### src/sv/ricam_pkg.sv
`timescale 1ns / 1ps
`default_nettype none

package ricam_pkg;

  localparam int ADDR_BITS   = 26;
  localparam int SIZE_W      = ADDR_BITS + 1;
  localparam int BLOCK_BYTES = 16384;
  localparam int BLOCK_LOG   = $clog2(BLOCK_BYTES);
  localparam int SKIP_W      = 5;

  localparam logic [SIZE_W-1:0] SIZE_CAP = SIZE_W'(1) << ADDR_BITS;
  localparam logic [SIZE_W-1:0] BLOCK_MASK = ~(SIZE_W'(BLOCK_BYTES) - SIZE_W'(1));

  localparam logic [31:0] SIG_HDR16  = 32'h4E45_531A;
  localparam logic [31:0] SIG_PLAIN  = 32'h8037_1240;
  localparam logic [31:0] SIG_SWAP16 = 32'h3780_4012;
  localparam logic [31:0] SIG_SWAP32 = 32'h4012_3780;
  localparam logic [31:0] SIG_MARK   = 32'h5345_4741;
  localparam logic [31:0] XOR_WORD   = 32'h4040_4040;
  localparam logic [7:0]  XOR_KEY    = 8'h40;
  localparam logic [SIZE_W-1:0] MARK_AT    = SIZE_W'(32'h100);
  localparam logic [SIZE_W-1:0] COPIER_HDR = SIZE_W'(512);
  localparam logic [SIZE_W-1:0] HDR16_LEN  = SIZE_W'(16);
  localparam logic [SIZE_W-1:0] XOR_TRIM   = SIZE_W'(5);
  localparam logic [ADDR_BITS-1:0] XOR_SKIP = ADDR_BITS'(4);

  localparam logic [2:0] PLAT_PASS   = 3'd0;
  localparam logic [2:0] PLAT_HDR16  = 3'd1;
  localparam logic [2:0] PLAT_COPIER = 3'd2;
  localparam logic [2:0] PLAT_ORDER  = 3'd3;
  localparam logic [2:0] PLAT_CART   = 3'd4;

  localparam logic [2:0] REG_PLATFORM = 3'd0;
  localparam logic [2:0] REG_FILE_SIZE = 3'd1;
  localparam logic [2:0] REG_HEAD_WORD = 3'd2;
  localparam logic [2:0] REG_MARKER_A = 3'd3;
  localparam logic [2:0] REG_MARKER_B = 3'd4;

  typedef enum logic [2:0] {
    KIND_PLAIN   = 3'd0,
    KIND_HDR16   = 3'd1,
    KIND_HDR512  = 3'd2,
    KIND_SWAP16  = 3'd3,
    KIND_SWAP32  = 3'd4,
    KIND_XOR     = 3'd5,
    KIND_COPIER  = 3'd6,
    KIND_NONE    = 3'd7
  } fmt_kind_t;

  typedef struct packed {
    fmt_kind_t         kind;
    logic [SIZE_W-1:0] len;
    logic [SIZE_W-1:0] size;
    logic [SKIP_W-1:0] skip;
  } fmt_t;

  typedef struct packed {
    logic                 valid;
    logic [ADDR_BITS-1:0] idx;
    fmt_t                 fmt;
  } s1_t;

  typedef struct packed {
    logic                 valid;
    logic [ADDR_BITS-1:0] idx;
    fmt_kind_t            kind;
    logic [SIZE_W-1:0]    len;
    logic                 inr;
    logic                 last;
    logic                 swap_ok;
    logic [ADDR_BITS-1:0] sum;
  } s2_t;

endpackage

`default_nettype wire

### src/sv/rom_image_canonical_address_map.sv
// channel  ports                                   handshake
// input    start, busy, in_out_index               taken when start & !busy
// result   out_valid, out_source_offset .. kind    one-cycle strobe, no hold-off
// config   cfg_we, cfg_index, cfg_data             write when cfg_we high
//
// one word accepted per cycle, busy stays low
// each result is registered in turn by format decode, address
// compute and output select, one register stage each
// synchronous active-low reset clears the config registers and valid bits
// the pipeline never stalls since the receiver always takes the result
`timescale 1ns / 1ps
`default_nettype none

module rom_image_canonical_address_map (
  input  wire logic                            clk,
  input  wire logic                            rst_n,
  input  wire logic                            start,
  output wire logic                            busy,
  input  wire logic [ricam_pkg::ADDR_BITS-1:0] in_out_index,
  output wire logic                            out_valid,
  output wire logic [ricam_pkg::ADDR_BITS-1:0] out_source_offset,
  output wire logic [7:0]                      out_xor_mask,
  output wire logic                            out_force_zero,
  output wire logic                            out_in_range,
  output wire logic                            out_last_byte,
  output wire logic [ricam_pkg::SIZE_W-1:0]    out_content_length,
  output wire logic [2:0]                      out_format_kind,
  input  wire logic                            cfg_we,
  input  wire logic [2:0]                      cfg_index,
  input  wire logic [31:0]                     cfg_data
);

  localparam int AB = ricam_pkg::ADDR_BITS;

  logic [2:0]                   platform_r;
  logic [ricam_pkg::SIZE_W-1:0] file_size_r;
  logic [31:0]                  head_word_r;
  logic [31:0]                  marker_a_r;
  logic [31:0]                  marker_b_r;

  ricam_pkg::s1_t s1;
  ricam_pkg::s2_t s2;

  logic [AB-1:0] src_nxt;
  logic [7:0]    xm_nxt;
  logic          fz_nxt;

  logic                         valid_r;
  logic [AB-1:0]                src_r;
  logic [7:0]                   xm_r;
  logic                         fz_r;
  logic                         inr_r;
  logic                         last_r;
  logic [ricam_pkg::SIZE_W-1:0] len_r;
  ricam_pkg::fmt_kind_t         kind_r;

  assign busy = 1'b0;

  always_ff @(posedge clk) begin
    if (!rst_n) begin
      platform_r  <= '0;
      file_size_r <= '0;
      head_word_r <= '0;
      marker_a_r  <= '0;
      marker_b_r  <= '0;
    end else if (cfg_we) begin
      unique case (cfg_index)
        ricam_pkg::REG_PLATFORM:  platform_r  <= cfg_data[2:0];
        ricam_pkg::REG_FILE_SIZE: file_size_r <= cfg_data[ricam_pkg::SIZE_W-1:0];
        ricam_pkg::REG_HEAD_WORD: head_word_r <= cfg_data;
        ricam_pkg::REG_MARKER_A:  marker_a_r  <= cfg_data;
        ricam_pkg::REG_MARKER_B:  marker_b_r  <= cfg_data;
        default: begin
        end
      endcase
    end
  end

  ricam_decode u_decode (
    .clk           (clk),
    .rst_n         (rst_n),
    .accept        (start && !busy),
    .idx           (in_out_index),
    .platform      (platform_r),
    .file_size     (file_size_r),
    .head_word     (head_word_r),
    .marker_word_a (marker_a_r),
    .marker_word_b (marker_b_r),
    .s1            (s1)
  );

  ricam_map u_map (
    .clk   (clk),
    .rst_n (rst_n),
    .s1    (s1),
    .s2    (s2)
  );

  always_comb begin
    src_nxt = '0;
    xm_nxt  = '0;
    fz_nxt  = 1'b0;
    if (s2.inr) begin
      unique case (s2.kind)
        ricam_pkg::KIND_SWAP16: begin
          if (s2.swap_ok) src_nxt = s2.idx ^ AB'(1);
          else fz_nxt = 1'b1;
        end
        ricam_pkg::KIND_SWAP32: begin
          if (s2.swap_ok) src_nxt = s2.idx ^ AB'(3);
          else fz_nxt = 1'b1;
        end
        ricam_pkg::KIND_XOR: begin
          src_nxt = s2.sum;
          xm_nxt  = ricam_pkg::XOR_KEY;
        end
        default: src_nxt = s2.sum;
      endcase
    end
  end

  always_ff @(posedge clk) begin
    if (!rst_n) begin
      valid_r <= 1'b0;
    end else begin
      valid_r <= s2.valid;
    end
  end

  always_ff @(posedge clk) begin
    src_r  <= src_nxt;
    xm_r   <= xm_nxt;
    fz_r   <= fz_nxt;
    inr_r  <= s2.inr;
    last_r <= s2.last;
    len_r  <= s2.len;
    kind_r <= s2.kind;
  end

  assign out_valid          = valid_r;
  assign out_source_offset  = src_r;
  assign out_xor_mask       = xm_r;
  assign out_force_zero     = fz_r;
  assign out_in_range       = inr_r;
  assign out_last_byte      = last_r;
  assign out_content_length = len_r;
  assign out_format_kind    = kind_r;

  a_latency: assert property (@(posedge clk) disable iff (!rst_n)
    out_valid |-> $past(start, 3))
    else $error("result without a word three cycles earlier");

  a_zero_fill: assert property (@(posedge clk) disable iff (!rst_n)
    (out_valid && out_force_zero) |->
      (out_in_range && out_source_offset == '0 &&
       (out_format_kind == ricam_pkg::KIND_SWAP16 ||
        out_format_kind == ricam_pkg::KIND_SWAP32)))
    else $error("zero fill outside a swap format");

  a_out_of_range: assert property (@(posedge clk) disable iff (!rst_n)
    (out_valid && !out_in_range) |->
      (out_source_offset == '0 && out_xor_mask == '0 && !out_force_zero && !out_last_byte))
    else $error("out of range result not cleared");

  a_xor_mask: assert property (@(posedge clk) disable iff (!rst_n)
    (out_valid && out_xor_mask != '0) |-> (out_format_kind == ricam_pkg::KIND_XOR))
    else $error("xor mask on a non-xor format");

endmodule

`default_nettype wire

### src/sv/ricam_decode.sv
`timescale 1ns / 1ps
`default_nettype none

module ricam_decode (
  input  wire logic                           clk,
  input  wire logic                           rst_n,
  input  wire logic                           accept,
  input  wire logic [ricam_pkg::ADDR_BITS-1:0] idx,
  input  wire logic [2:0]                     platform,
  input  wire logic [ricam_pkg::SIZE_W-1:0]   file_size,
  input  wire logic [31:0]                    head_word,
  input  wire logic [31:0]                    marker_word_a,
  input  wire logic [31:0]                    marker_word_b,
  output ricam_pkg::s1_t                      s1
);

  ricam_pkg::s1_t  s1_r;
  ricam_pkg::fmt_t fmt_nxt;
  logic [ricam_pkg::SIZE_W-1:0] size;
  logic [ricam_pkg::SKIP_W-1:0] skip;
  logic marked;

  always_comb begin
    size = (file_size > ricam_pkg::SIZE_CAP) ? ricam_pkg::SIZE_CAP : file_size;
    skip = (size < ricam_pkg::HDR16_LEN) ? size[ricam_pkg::SKIP_W-1:0]
                                          : ricam_pkg::SKIP_W'(16);
    marked = (size >= ricam_pkg::MARK_AT + ricam_pkg::SIZE_W'(4)) &&
             (marker_word_a == ricam_pkg::SIG_MARK);
    fmt_nxt.kind = ricam_pkg::KIND_PLAIN;
    fmt_nxt.len  = size;
    fmt_nxt.size = size;
    fmt_nxt.skip = skip;
    unique case (platform)
      ricam_pkg::PLAT_HDR16: begin
        if (size >= ricam_pkg::SIZE_W'(4) && head_word == ricam_pkg::SIG_HDR16) begin
          fmt_nxt.kind = ricam_pkg::KIND_HDR16;
          fmt_nxt.len  = size - ricam_pkg::SIZE_W'(skip);
        end
      end
      ricam_pkg::PLAT_COPIER: begin
        if (size[9:0] == 10'd512) begin
          fmt_nxt.kind = ricam_pkg::KIND_HDR512;
          fmt_nxt.len  = size - ricam_pkg::COPIER_HDR;
        end
      end
      ricam_pkg::PLAT_ORDER: begin
        fmt_nxt.kind = ricam_pkg::KIND_NONE;
        fmt_nxt.len  = '0;
        if (size >= ricam_pkg::SIZE_W'(4)) begin
          priority if (head_word == ricam_pkg::SIG_SWAP16) begin
            fmt_nxt.kind = ricam_pkg::KIND_SWAP16;
            fmt_nxt.len  = size;
          end else if (head_word == ricam_pkg::SIG_SWAP32) begin
            fmt_nxt.kind = ricam_pkg::KIND_SWAP32;
            fmt_nxt.len  = size;
          end else if (head_word == ricam_pkg::SIG_PLAIN) begin
            fmt_nxt.kind = ricam_pkg::KIND_PLAIN;
            fmt_nxt.len  = size;
          end
        end
      end
      ricam_pkg::PLAT_CART: begin
        priority if (size > ricam_pkg::MARK_AT + ricam_pkg::SIZE_W'(8) &&
                     (marker_word_b ^ ricam_pkg::XOR_WORD) == ricam_pkg::SIG_MARK) begin
          fmt_nxt.kind = ricam_pkg::KIND_XOR;
          fmt_nxt.len  = size - ricam_pkg::XOR_TRIM;
        end else if (!marked && size[8:0] == 9'd0 && size[9]) begin
          fmt_nxt.kind = ricam_pkg::KIND_COPIER;
          fmt_nxt.len  = size - ricam_pkg::COPIER_HDR;
        end
      end
      default: begin
      end
    endcase
  end

  always_ff @(posedge clk) begin
    if (!rst_n) begin
      s1_r.valid <= 1'b0;
    end else begin
      s1_r.valid <= accept;
    end
    s1_r.idx <= idx;
    s1_r.fmt <= fmt_nxt;
  end

  assign s1 = s1_r;

endmodule

`default_nettype wire

### src/sv/ricam_map.sv
`timescale 1ns / 1ps
`default_nettype none

module ricam_map (
  input  wire logic   clk,
  input  wire logic   rst_n,
  input  wire ricam_pkg::s1_t s1,
  output ricam_pkg::s2_t s2
);

  localparam int AB = ricam_pkg::ADDR_BITS;
  localparam int BL = ricam_pkg::BLOCK_LOG;

  ricam_pkg::s2_t s2_r;
  ricam_pkg::s2_t s2_nxt;
  logic [ricam_pkg::SIZE_W-1:0] j27;
  logic [ricam_pkg::SIZE_W-1:0] whole;
  logic [AB-1:0] perm;
  logic [AB-1:0] base;
  logic [AB-1:0] addend;

  always_comb begin
    j27   = {1'b0, s1.idx};
    whole = s1.fmt.len & ricam_pkg::BLOCK_MASK;
    perm  = {s1.idx[AB-1:BL], ~s1.idx[0], s1.idx[BL-1:1]};
    base   = s1.idx;
    addend = '0;
    unique case (s1.fmt.kind)
      ricam_pkg::KIND_HDR16:  addend = AB'(s1.fmt.skip);
      ricam_pkg::KIND_HDR512: addend = ricam_pkg::COPIER_HDR[AB-1:0];
      ricam_pkg::KIND_XOR:    addend = ricam_pkg::XOR_SKIP;
      ricam_pkg::KIND_COPIER: begin
        base   = (j27 >= whole) ? s1.idx : perm;
        addend = ricam_pkg::COPIER_HDR[AB-1:0];
      end
      default: addend = '0;
    endcase
    s2_nxt.valid = s1.valid;
    s2_nxt.idx   = s1.idx;
    s2_nxt.kind  = s1.fmt.kind;
    s2_nxt.len   = s1.fmt.len;
    s2_nxt.inr   = j27 < s1.fmt.len;
    s2_nxt.last  = (j27 < s1.fmt.len) && (j27 == s1.fmt.len - ricam_pkg::SIZE_W'(1));
    s2_nxt.swap_ok = (s1.fmt.kind == ricam_pkg::KIND_SWAP32)
                   ? (j27 < {s1.fmt.size[ricam_pkg::SIZE_W-1:2], 2'b00})
                   : (j27 < {s1.fmt.size[ricam_pkg::SIZE_W-1:1], 1'b0});
    s2_nxt.sum   = base + addend;
  end

  always_ff @(posedge clk) begin
    if (!rst_n) begin
      s2_r.valid <= 1'b0;
    end else begin
      s2_r.valid <= s2_nxt.valid;
    end
    s2_r.idx     <= s2_nxt.idx;
    s2_r.kind    <= s2_nxt.kind;
    s2_r.len     <= s2_nxt.len;
    s2_r.inr     <= s2_nxt.inr;
    s2_r.last    <= s2_nxt.last;
    s2_r.swap_ok <= s2_nxt.swap_ok;
    s2_r.sum     <= s2_nxt.sum;
  end

  assign s2 = s2_r;

endmodule

`default_nettype wire
### config.mk
export PLATFORM = sky130hd
export DESIGN_NAME = rom_image_canonical_address_map
export DESIGN_NICKNAME = d
export VERILOG_FILES = /design/src/sv/ricam_pkg.sv /design/src/sv/rom_image_canonical_address_map.sv /design/src/sv/ricam_decode.sv /design/src/sv/ricam_map.sv
export SDC_FILE = /design/constraint.sdc
export NUM_CORES = 1
export LEC_CHECK = 0
export BUFFER_PORTS_ARGS = -buffer_cell sky130_fd_sc_hd__buf_2
export CAP_MARGIN = 20
export CORE_MARGIN = 1.5
export CORE_UTILIZATION = 55
export DETAILED_ROUTE_END_ITERATION = 12
export GPL_TIMING_DRIVEN = 0
export PLACE_DENSITY = 0.73
export SLEW_MARGIN = 20
export SYNTH_ARGS = -nofsm -noshare
export SYNTH_HDL_FRONTEND = slang
export SYNTH_SLANG_ARGS = --single-unit
### constraint.sdc
create_clock -name clk -period 4.9 [get_ports clk]
set_clock_uncertainty 0.05 [all_clocks]
set_input_delay 0.98 -clock clk [delete_from_list [all_inputs] [get_ports clk]]
set_output_delay 0.98 -clock clk [all_outputs]
set_load 0.01 [all_outputs]
==> out/qor.yml, run 1 <==
status: "completed"
power_mw: 6.59
ios: 134
vdd_ir_drop_max_mv: 0.223
port_buffers: 124
cp_data_required_time_ns: 5.24
ys_seq_area_share_pct: 45.1
cp_cell_sequence: "nor4_4 -> nand4_2 -> o41ai_4 -> clkbuf_2 -> nand2_1 -> ha_1 -> nand3_1 -> nor3_1 -> or3b_1 -> clkbuf_1 -> buf_2 -> o21ai_0 -> a21oi_1 -> or3_1"
yosysWarningCount: 0
grt_pass1_vias: 13400
min_period_over_period_pct: 94.9
multiInputGateArea_sq_um: 8170
cp-start-kind: "flop"
grt_pass1_wl_mm: 72.7
max_slew_margin_pct: 36.4
arrival_ns: 4.99
final_common_cell: "dfxtp_1"
hold_violations: 0
min_period_ns: 4.65
area.growth.synth_to_final_pct: 15.4
drive_gt1_share_pct: 13.5
postSynth.asyncResetShare_pct: 0
grt.overflow.total: 0
dieArea_sq_um: 30200
p_per_area_nw_per_um2: 357
worst_slew_pin_slew_ns: 0.947
grt_max_degree: 15
p_leak_nw: 7.32
insertion_delay_ns: 0.53
hpwl_mm: 35.6
grt_usage_pct: 30.6
final_nets: 2102
route.met2.wl_mm: 22.2
criticalPathCategory: "flop to flop"
max_cap_violations: 0
clock-sinks: 361
slowest_stage: "o41ai_4"
wl_met3_mm: 2.57
cts_tree: "done"
final.setup.tns_ns: 0
synth-main-ff-cell: "dfxtp_1"
vias: 13600
htreeDepth: 2
core_area_sq_um: 28700
gp_congestion: 0.967
die_h_um: 174
routedLengthMet1_mm: 18.9
drc: 0
antenna_cells: 0
wirelength_mm: 46.5
antenna_found_initial: 0
instances_no_fill: 2379
rrSetupSlack_ns: 0.25
cts_hold_buf: 0
synth.cell_area_sq_um: 16000
yosysTopAreaCell: "dfxtp_1"
maxSlewViolCount: 0
drt_iter0_drc: 877
synth_edf_count: 0
fmax_mhz: 215
dp_cells: 2311
via_per_inst: 5.70
synth_top_area_share_pct: 45.1
yosys_register_bits: 361
nFillCells: 2460
cts_max_path_buffers: 3
crit_buf_inv: 3
seqCellArea_sq_um: 7230
die_w_um: 174
setup-violations-final: 0
rsz0062_at_grt: "false"
crit_family: "simple AND/OR/NAND/NOR gates"
avgSynthCellArea_sq_um: 8.93
layout_common_cells: "dfxtp_1, nand2_1, buf_2"
top_layer: "met4"
numCtsBuffers: 37
ant_nets: 0
ys_types: 91
crit_path_end_kind: "flop"
synthCells: 1795
initial_core_util_pct: 55.8
hold_path_class: "flop to flop"
cts.clk_slew.worst_paths_ns: 0.06
row_count: 62
cpPeakStageDelay_ns: 0.63
root_buffer: "clkbuf_16"
ys_top_cells_by_area: "dfxtp_1, nand2_1, a21boi_0"
first_pass_iters: 7
wire_per_inst_um: 19.6
cp_max_fo: 10
path summary, 6_finish.rpt:
kind              startpoint                    end  cells past startpoint
max          file_size_r[16]        u_decode.s1[34]                     14
min             u_map.s2[30]  out_content_length[1]                      0
max reg2reg  file_size_r[16]        u_decode.s1[34]                     14
min reg2reg     u_map.s2[30]  out_content_length[1]                      0
registers in the layout (all words and copies together) (netlist names):
register / cells
marker_a_r: 32
u_decode.s1: 88
out_valid: 1
out_in_range: 1
out_last_byte: 1
marker_b_r: 32
file_size_r: 27
u_map.s2: 86
platform_r: 3
out_format_kind: 3
out_xor_mask: 1
head_word_r: 32
out_content_length: 27
out_source_offset: 26
out_force_zero: 1
area by class of cell:
class,instances,share of cell area [%]
inverters,80,1.62
multi-input cells,1264,44.2
clock buffers,53,5.94
plain buffers,98,2.35
clock inverters,12,0.718
repair buffers,127,3.48
flip-flops and latches,361,39.1
well taps,384,2.60
what timing repair did:
| action | 4_1_cts | 5_1_grt |
|---|---|---|
| setup buffers | 2 | 1 |
| endpoints found under the setup margin | 14 | 38 |
| gates resized for setup | 3 | 15 |
| pin swaps | 1 | 2 |
metrics by stage:
step | setup WS [ns] | hold slack [ns] | cell area [sq um] | util, %
after floorplan | 0.692 | 0.260 | 16100 | -
after global placement | -0.417 | 0.260 | 17200 | 59.8
after detailed placement | -0.172 | 0.262 | 17200 | 59.8
after CTS | 0.0211 | 0.273 | 18400 | 64.1
after global routing | 0.0206 | 0.279 | 18500 | 64.4
final | 0.251 | 0.271 | 18500 | 64.4
synth_stat cells, types with 11 or more instances:
master,instances
dfxtp_1,361
nand2_1,329
a21boi_0,123
nor2_1,91
inv_1,79
clkbuf_1,75
ha_1,67
o21ai_0,50
a21oi_1,49
xnor2_1,39
nand3_1,38
nor3_1,35
nand4_1,28
a22o_1,26
nor4_1,26
xor2_1,26
nor2b_1,24
nor4b_1,16
and2_1,15
and3_1,15
mux2i_1,15
or3_1,12
a21o_1,11
a31oi_1,11
nand2b_1,11
worst register-to-register path, delay by kind of cell (launching register included):
family / cells / cell delay, ns
AND/OR/NAND/NOR: 7 / 2.02
AO/OA/AOI/OAI: 3 / 0.87
buffers and inverters: 3 / 0.85
flip-flops: 1 / 0.41
adder cells (fa/ha/maj): 1 / 0.31
metal layers:
| metal | up-vias | GRT usage [%] |
|---|---|---|
| met4 | 0 | 16.9 |
| li1 | 6600 | - |
| met1 | 6267 | 36.2 |
| met3 | 158 | 4.06 |
| met2 | 533 | 53.9 |
| met5 | - | 0 |
logic make-up (layout without fill, tap and decap cells):
logic type,after synthesis,count (layout),share of synthesized area [%]
multiplexers,25,25,1.64
XOR/XNOR,65,65,3.55
other,2,10,0.0469
AO/OA/AOI/OAI,384,384,17.4
adder cells (fa/ha/maj),68,68,5.36
buffers and inverters,178,370,4.54
flip-flops,361,361,45.1
AND/OR/NAND/NOR,712,712,22.4
report_power, final:
group	internal, mW	total [mW]	switching (mW)
Combinational	0.258	0.665	0.406
Clock	1.67	2.81	1.14
Sequential	3.04	3.12	0.0749
Total	4.97	6.59	1.62
No activity file was read; power rests on OpenSTA's default activity.
==> run 2, diff against run 1 <==
--- a/config.mk
+++ b/config.mk
@@ -7,7 +7,7 @@
 export LEC_CHECK = 0
 export BUFFER_PORTS_ARGS = -buffer_cell sky130_fd_sc_hd__buf_2
 export CAP_MARGIN = 20
-export CORE_MARGIN = 1.5
+export CORE_MARGIN = 2
 export CORE_UTILIZATION = 55
 export DETAILED_ROUTE_END_ITERATION = 12
 export GPL_TIMING_DRIVEN = 0
==> constraint.sdc (replaced) <==
create_clock -name clk -period 4.6 [get_ports clk]
set_clock_uncertainty 0.05 [all_clocks]
set_input_delay 0.46 -clock clk [delete_from_list [all_inputs] [get_ports clk]]
set_output_delay 0.46 -clock clk [all_outputs]
set_load 0.01 [all_outputs]
==> out/qor.yml, run 2 (synthesis gave the netlist of run 1 again) <==
final_nets: 2132
hold_depth: 2
drive_gt1_share_pct: 14.3
antenna_cells: 0
largest_register_ffs: 88
vdd_ir_drop_max_mv: 0.309
htreeDepth: 2
min_period_over_period_pct: 97.9
hold-path-endpoint: "u_decode.s1[88]"
cp-start-kind: "flop"
grt_pass1_vias: 13400
reg2reg_depth: 15
p_leak_nw: 7.52
die_h_um: 175
cts.clk_slew.worst_paths_ns: 0.06
gp_congestion: 0.947
drt_iter0_drc: 1228
power_mw: 7.14
vias: 13800
max_slew_margin_pct: 34.4
reg2reg_to: "u_map.s2[25]"
hold_violations: 0
initial_core_util_pct: 55.8
core_area_sq_um: 28700
max_cap_violations: 0
numCtsBuffers: 37
area.growth.synth_to_final_pct: 17.9
dieArea_sq_um: 30500
first_pass_iters: 5
cts_tree: "done"
status: "completed"
rrSetupSlack_ns: 0.1
grt_pass1_wl_mm: 73.8
min_from: "start"
nFillCells: 2378
grt.overflow.total: 0
hpwl_mm: 36.7
cp_max_fo: 10
criticalPathCategory: "flop to flop"
clock-sinks: 361
reg2reg_from: "u_decode.s1[54]"
fin_ws_ns: 0.0985
drc: 0
cts_max_path_buffers: 3
worst_slew_pin_slew_ns: 0.977
row_count: 62
wire_per_inst_um: 19.9
layout_common_cells: "dfxtp_1, nand2_1, buf_2"
p_per_area_nw_per_um2: 378
hold_path_class: "input pin to flop"
instances_no_fill: 2411
maxSlewViolCount: 0
preCtsSetupSlack_ns: -0.444
insertion_delay_ns: 0.54
port_buffers: 124
setup-violations-final: 0
antenna_found_initial: 0
wirelength_mm: 48.1
min_period_ns: 4.50
final.setup.tns_ns: 0
dp_cells: 2311
crit_path_end_kind: "flop"
cp_data_required_time_ns: 5.00
ios: 134
grt_usage_pct: 30.8
final_common_cell: "dfxtp_1"
finalCoreUtilization_pct: 65.8
via_per_inst: 5.71
die_w_um: 175
ant_nets: 0
arrival_ns: 4.90
grt_max_degree: 16
fmax_mhz: 222
root_buffer: "clkbuf_16"
run 2: changes by cell type in the layout (fill, tap and decap cells not counted), moves of 3 or more:
cell	change
buf_4	+5
clkbuf_1	-3
dfxtp_1	-4
dfxtp_2	+4
dlygate4sd3_1	+26
run 2: worst max-delay path, stage by stage, from the launching register on:
cell      delay (ns)
dfxtp_1         0.45
inv_1           0.08
ha_1            0.28
nand4_1         0.15
or3_1           0.46
a211oi_4        0.28
or3_1           0.17
buf_1           0.25
mux2_2          0.38
ha_1            0.33
nand2b_1        0.09
o211ai_1        0.38
a41oi_2         0.23
buf_4           0.24
nor4_2          0.36
xor2_1          0.23
run 2: routing by layer:
layer  vias up  global-route usage, %  routed length (um)
li1       6680                      -                   -
met1      6491                   37.8               20200
met2       462                   53.3               23000
met3       129                   3.46                2400
met4         0                   15.7                2490
met5         -                      0                   0
run 2: how the worst max path moves through the flow:
stage | from | cells after the start | endpoint | slack [ns]
after floorplan | u_decode.s1[48] | 15 | u_map.s2[20] | 0.39
after global placement | file_size_r[16] | 13 | u_decode.s1[40] | -0.69
after detailed placement | u_decode.s1[55] | 17 | u_map.s2[23] | -0.44
after CTS | file_size_r[16] | 14 | u_decode.s1[37] | 0.02
after global routing | u_decode.s1[54] | 15 | u_map.s2[25] | -0.10
final | u_decode.s1[54] | 15 | u_map.s2[25] | 0.1
run 2: cell type report:
type	instances	area [sq um]	share of cell area, %
buffer	98	440	2.33
tap	384	480	2.54
timing repair buffer	157	933	4.94
clock inverter	15	196	1.04
sequential	361	7230	38.3
inverter	80	300	1.59
multi-input combinational	1264	8210	43.5
clock buffer	52	1090	5.79
run 2: per-stage QoR:
step	hold WS [ns]	cell area [sq um]
final	0.104	18900
after global routing	0.115	18900
after CTS	0.0814	18800
after detailed placement	0.262	17200
after global placement	0.260	17200
after floorplan	0.260	16100
run 2: what timing repair did:
item,4_1_cts,5_1_grt
endpoints found under the setup margin,31,35
pin swaps,2,3
setup buffers,4,3
gates resized for setup,14,19
hold endpoints to repair,26,0
hold buffers,26,0
run 2: where the power goes:
group | total, mW | leakage (nW) | internal, mW | switching [mW]
Clock | 3.09 | 0.634 | 1.85 | 1.24
Sequential | 3.32 | 2.96 | 3.24 | 0.0819
Combinational | 0.733 | 3.93 | 0.293 | 0.440
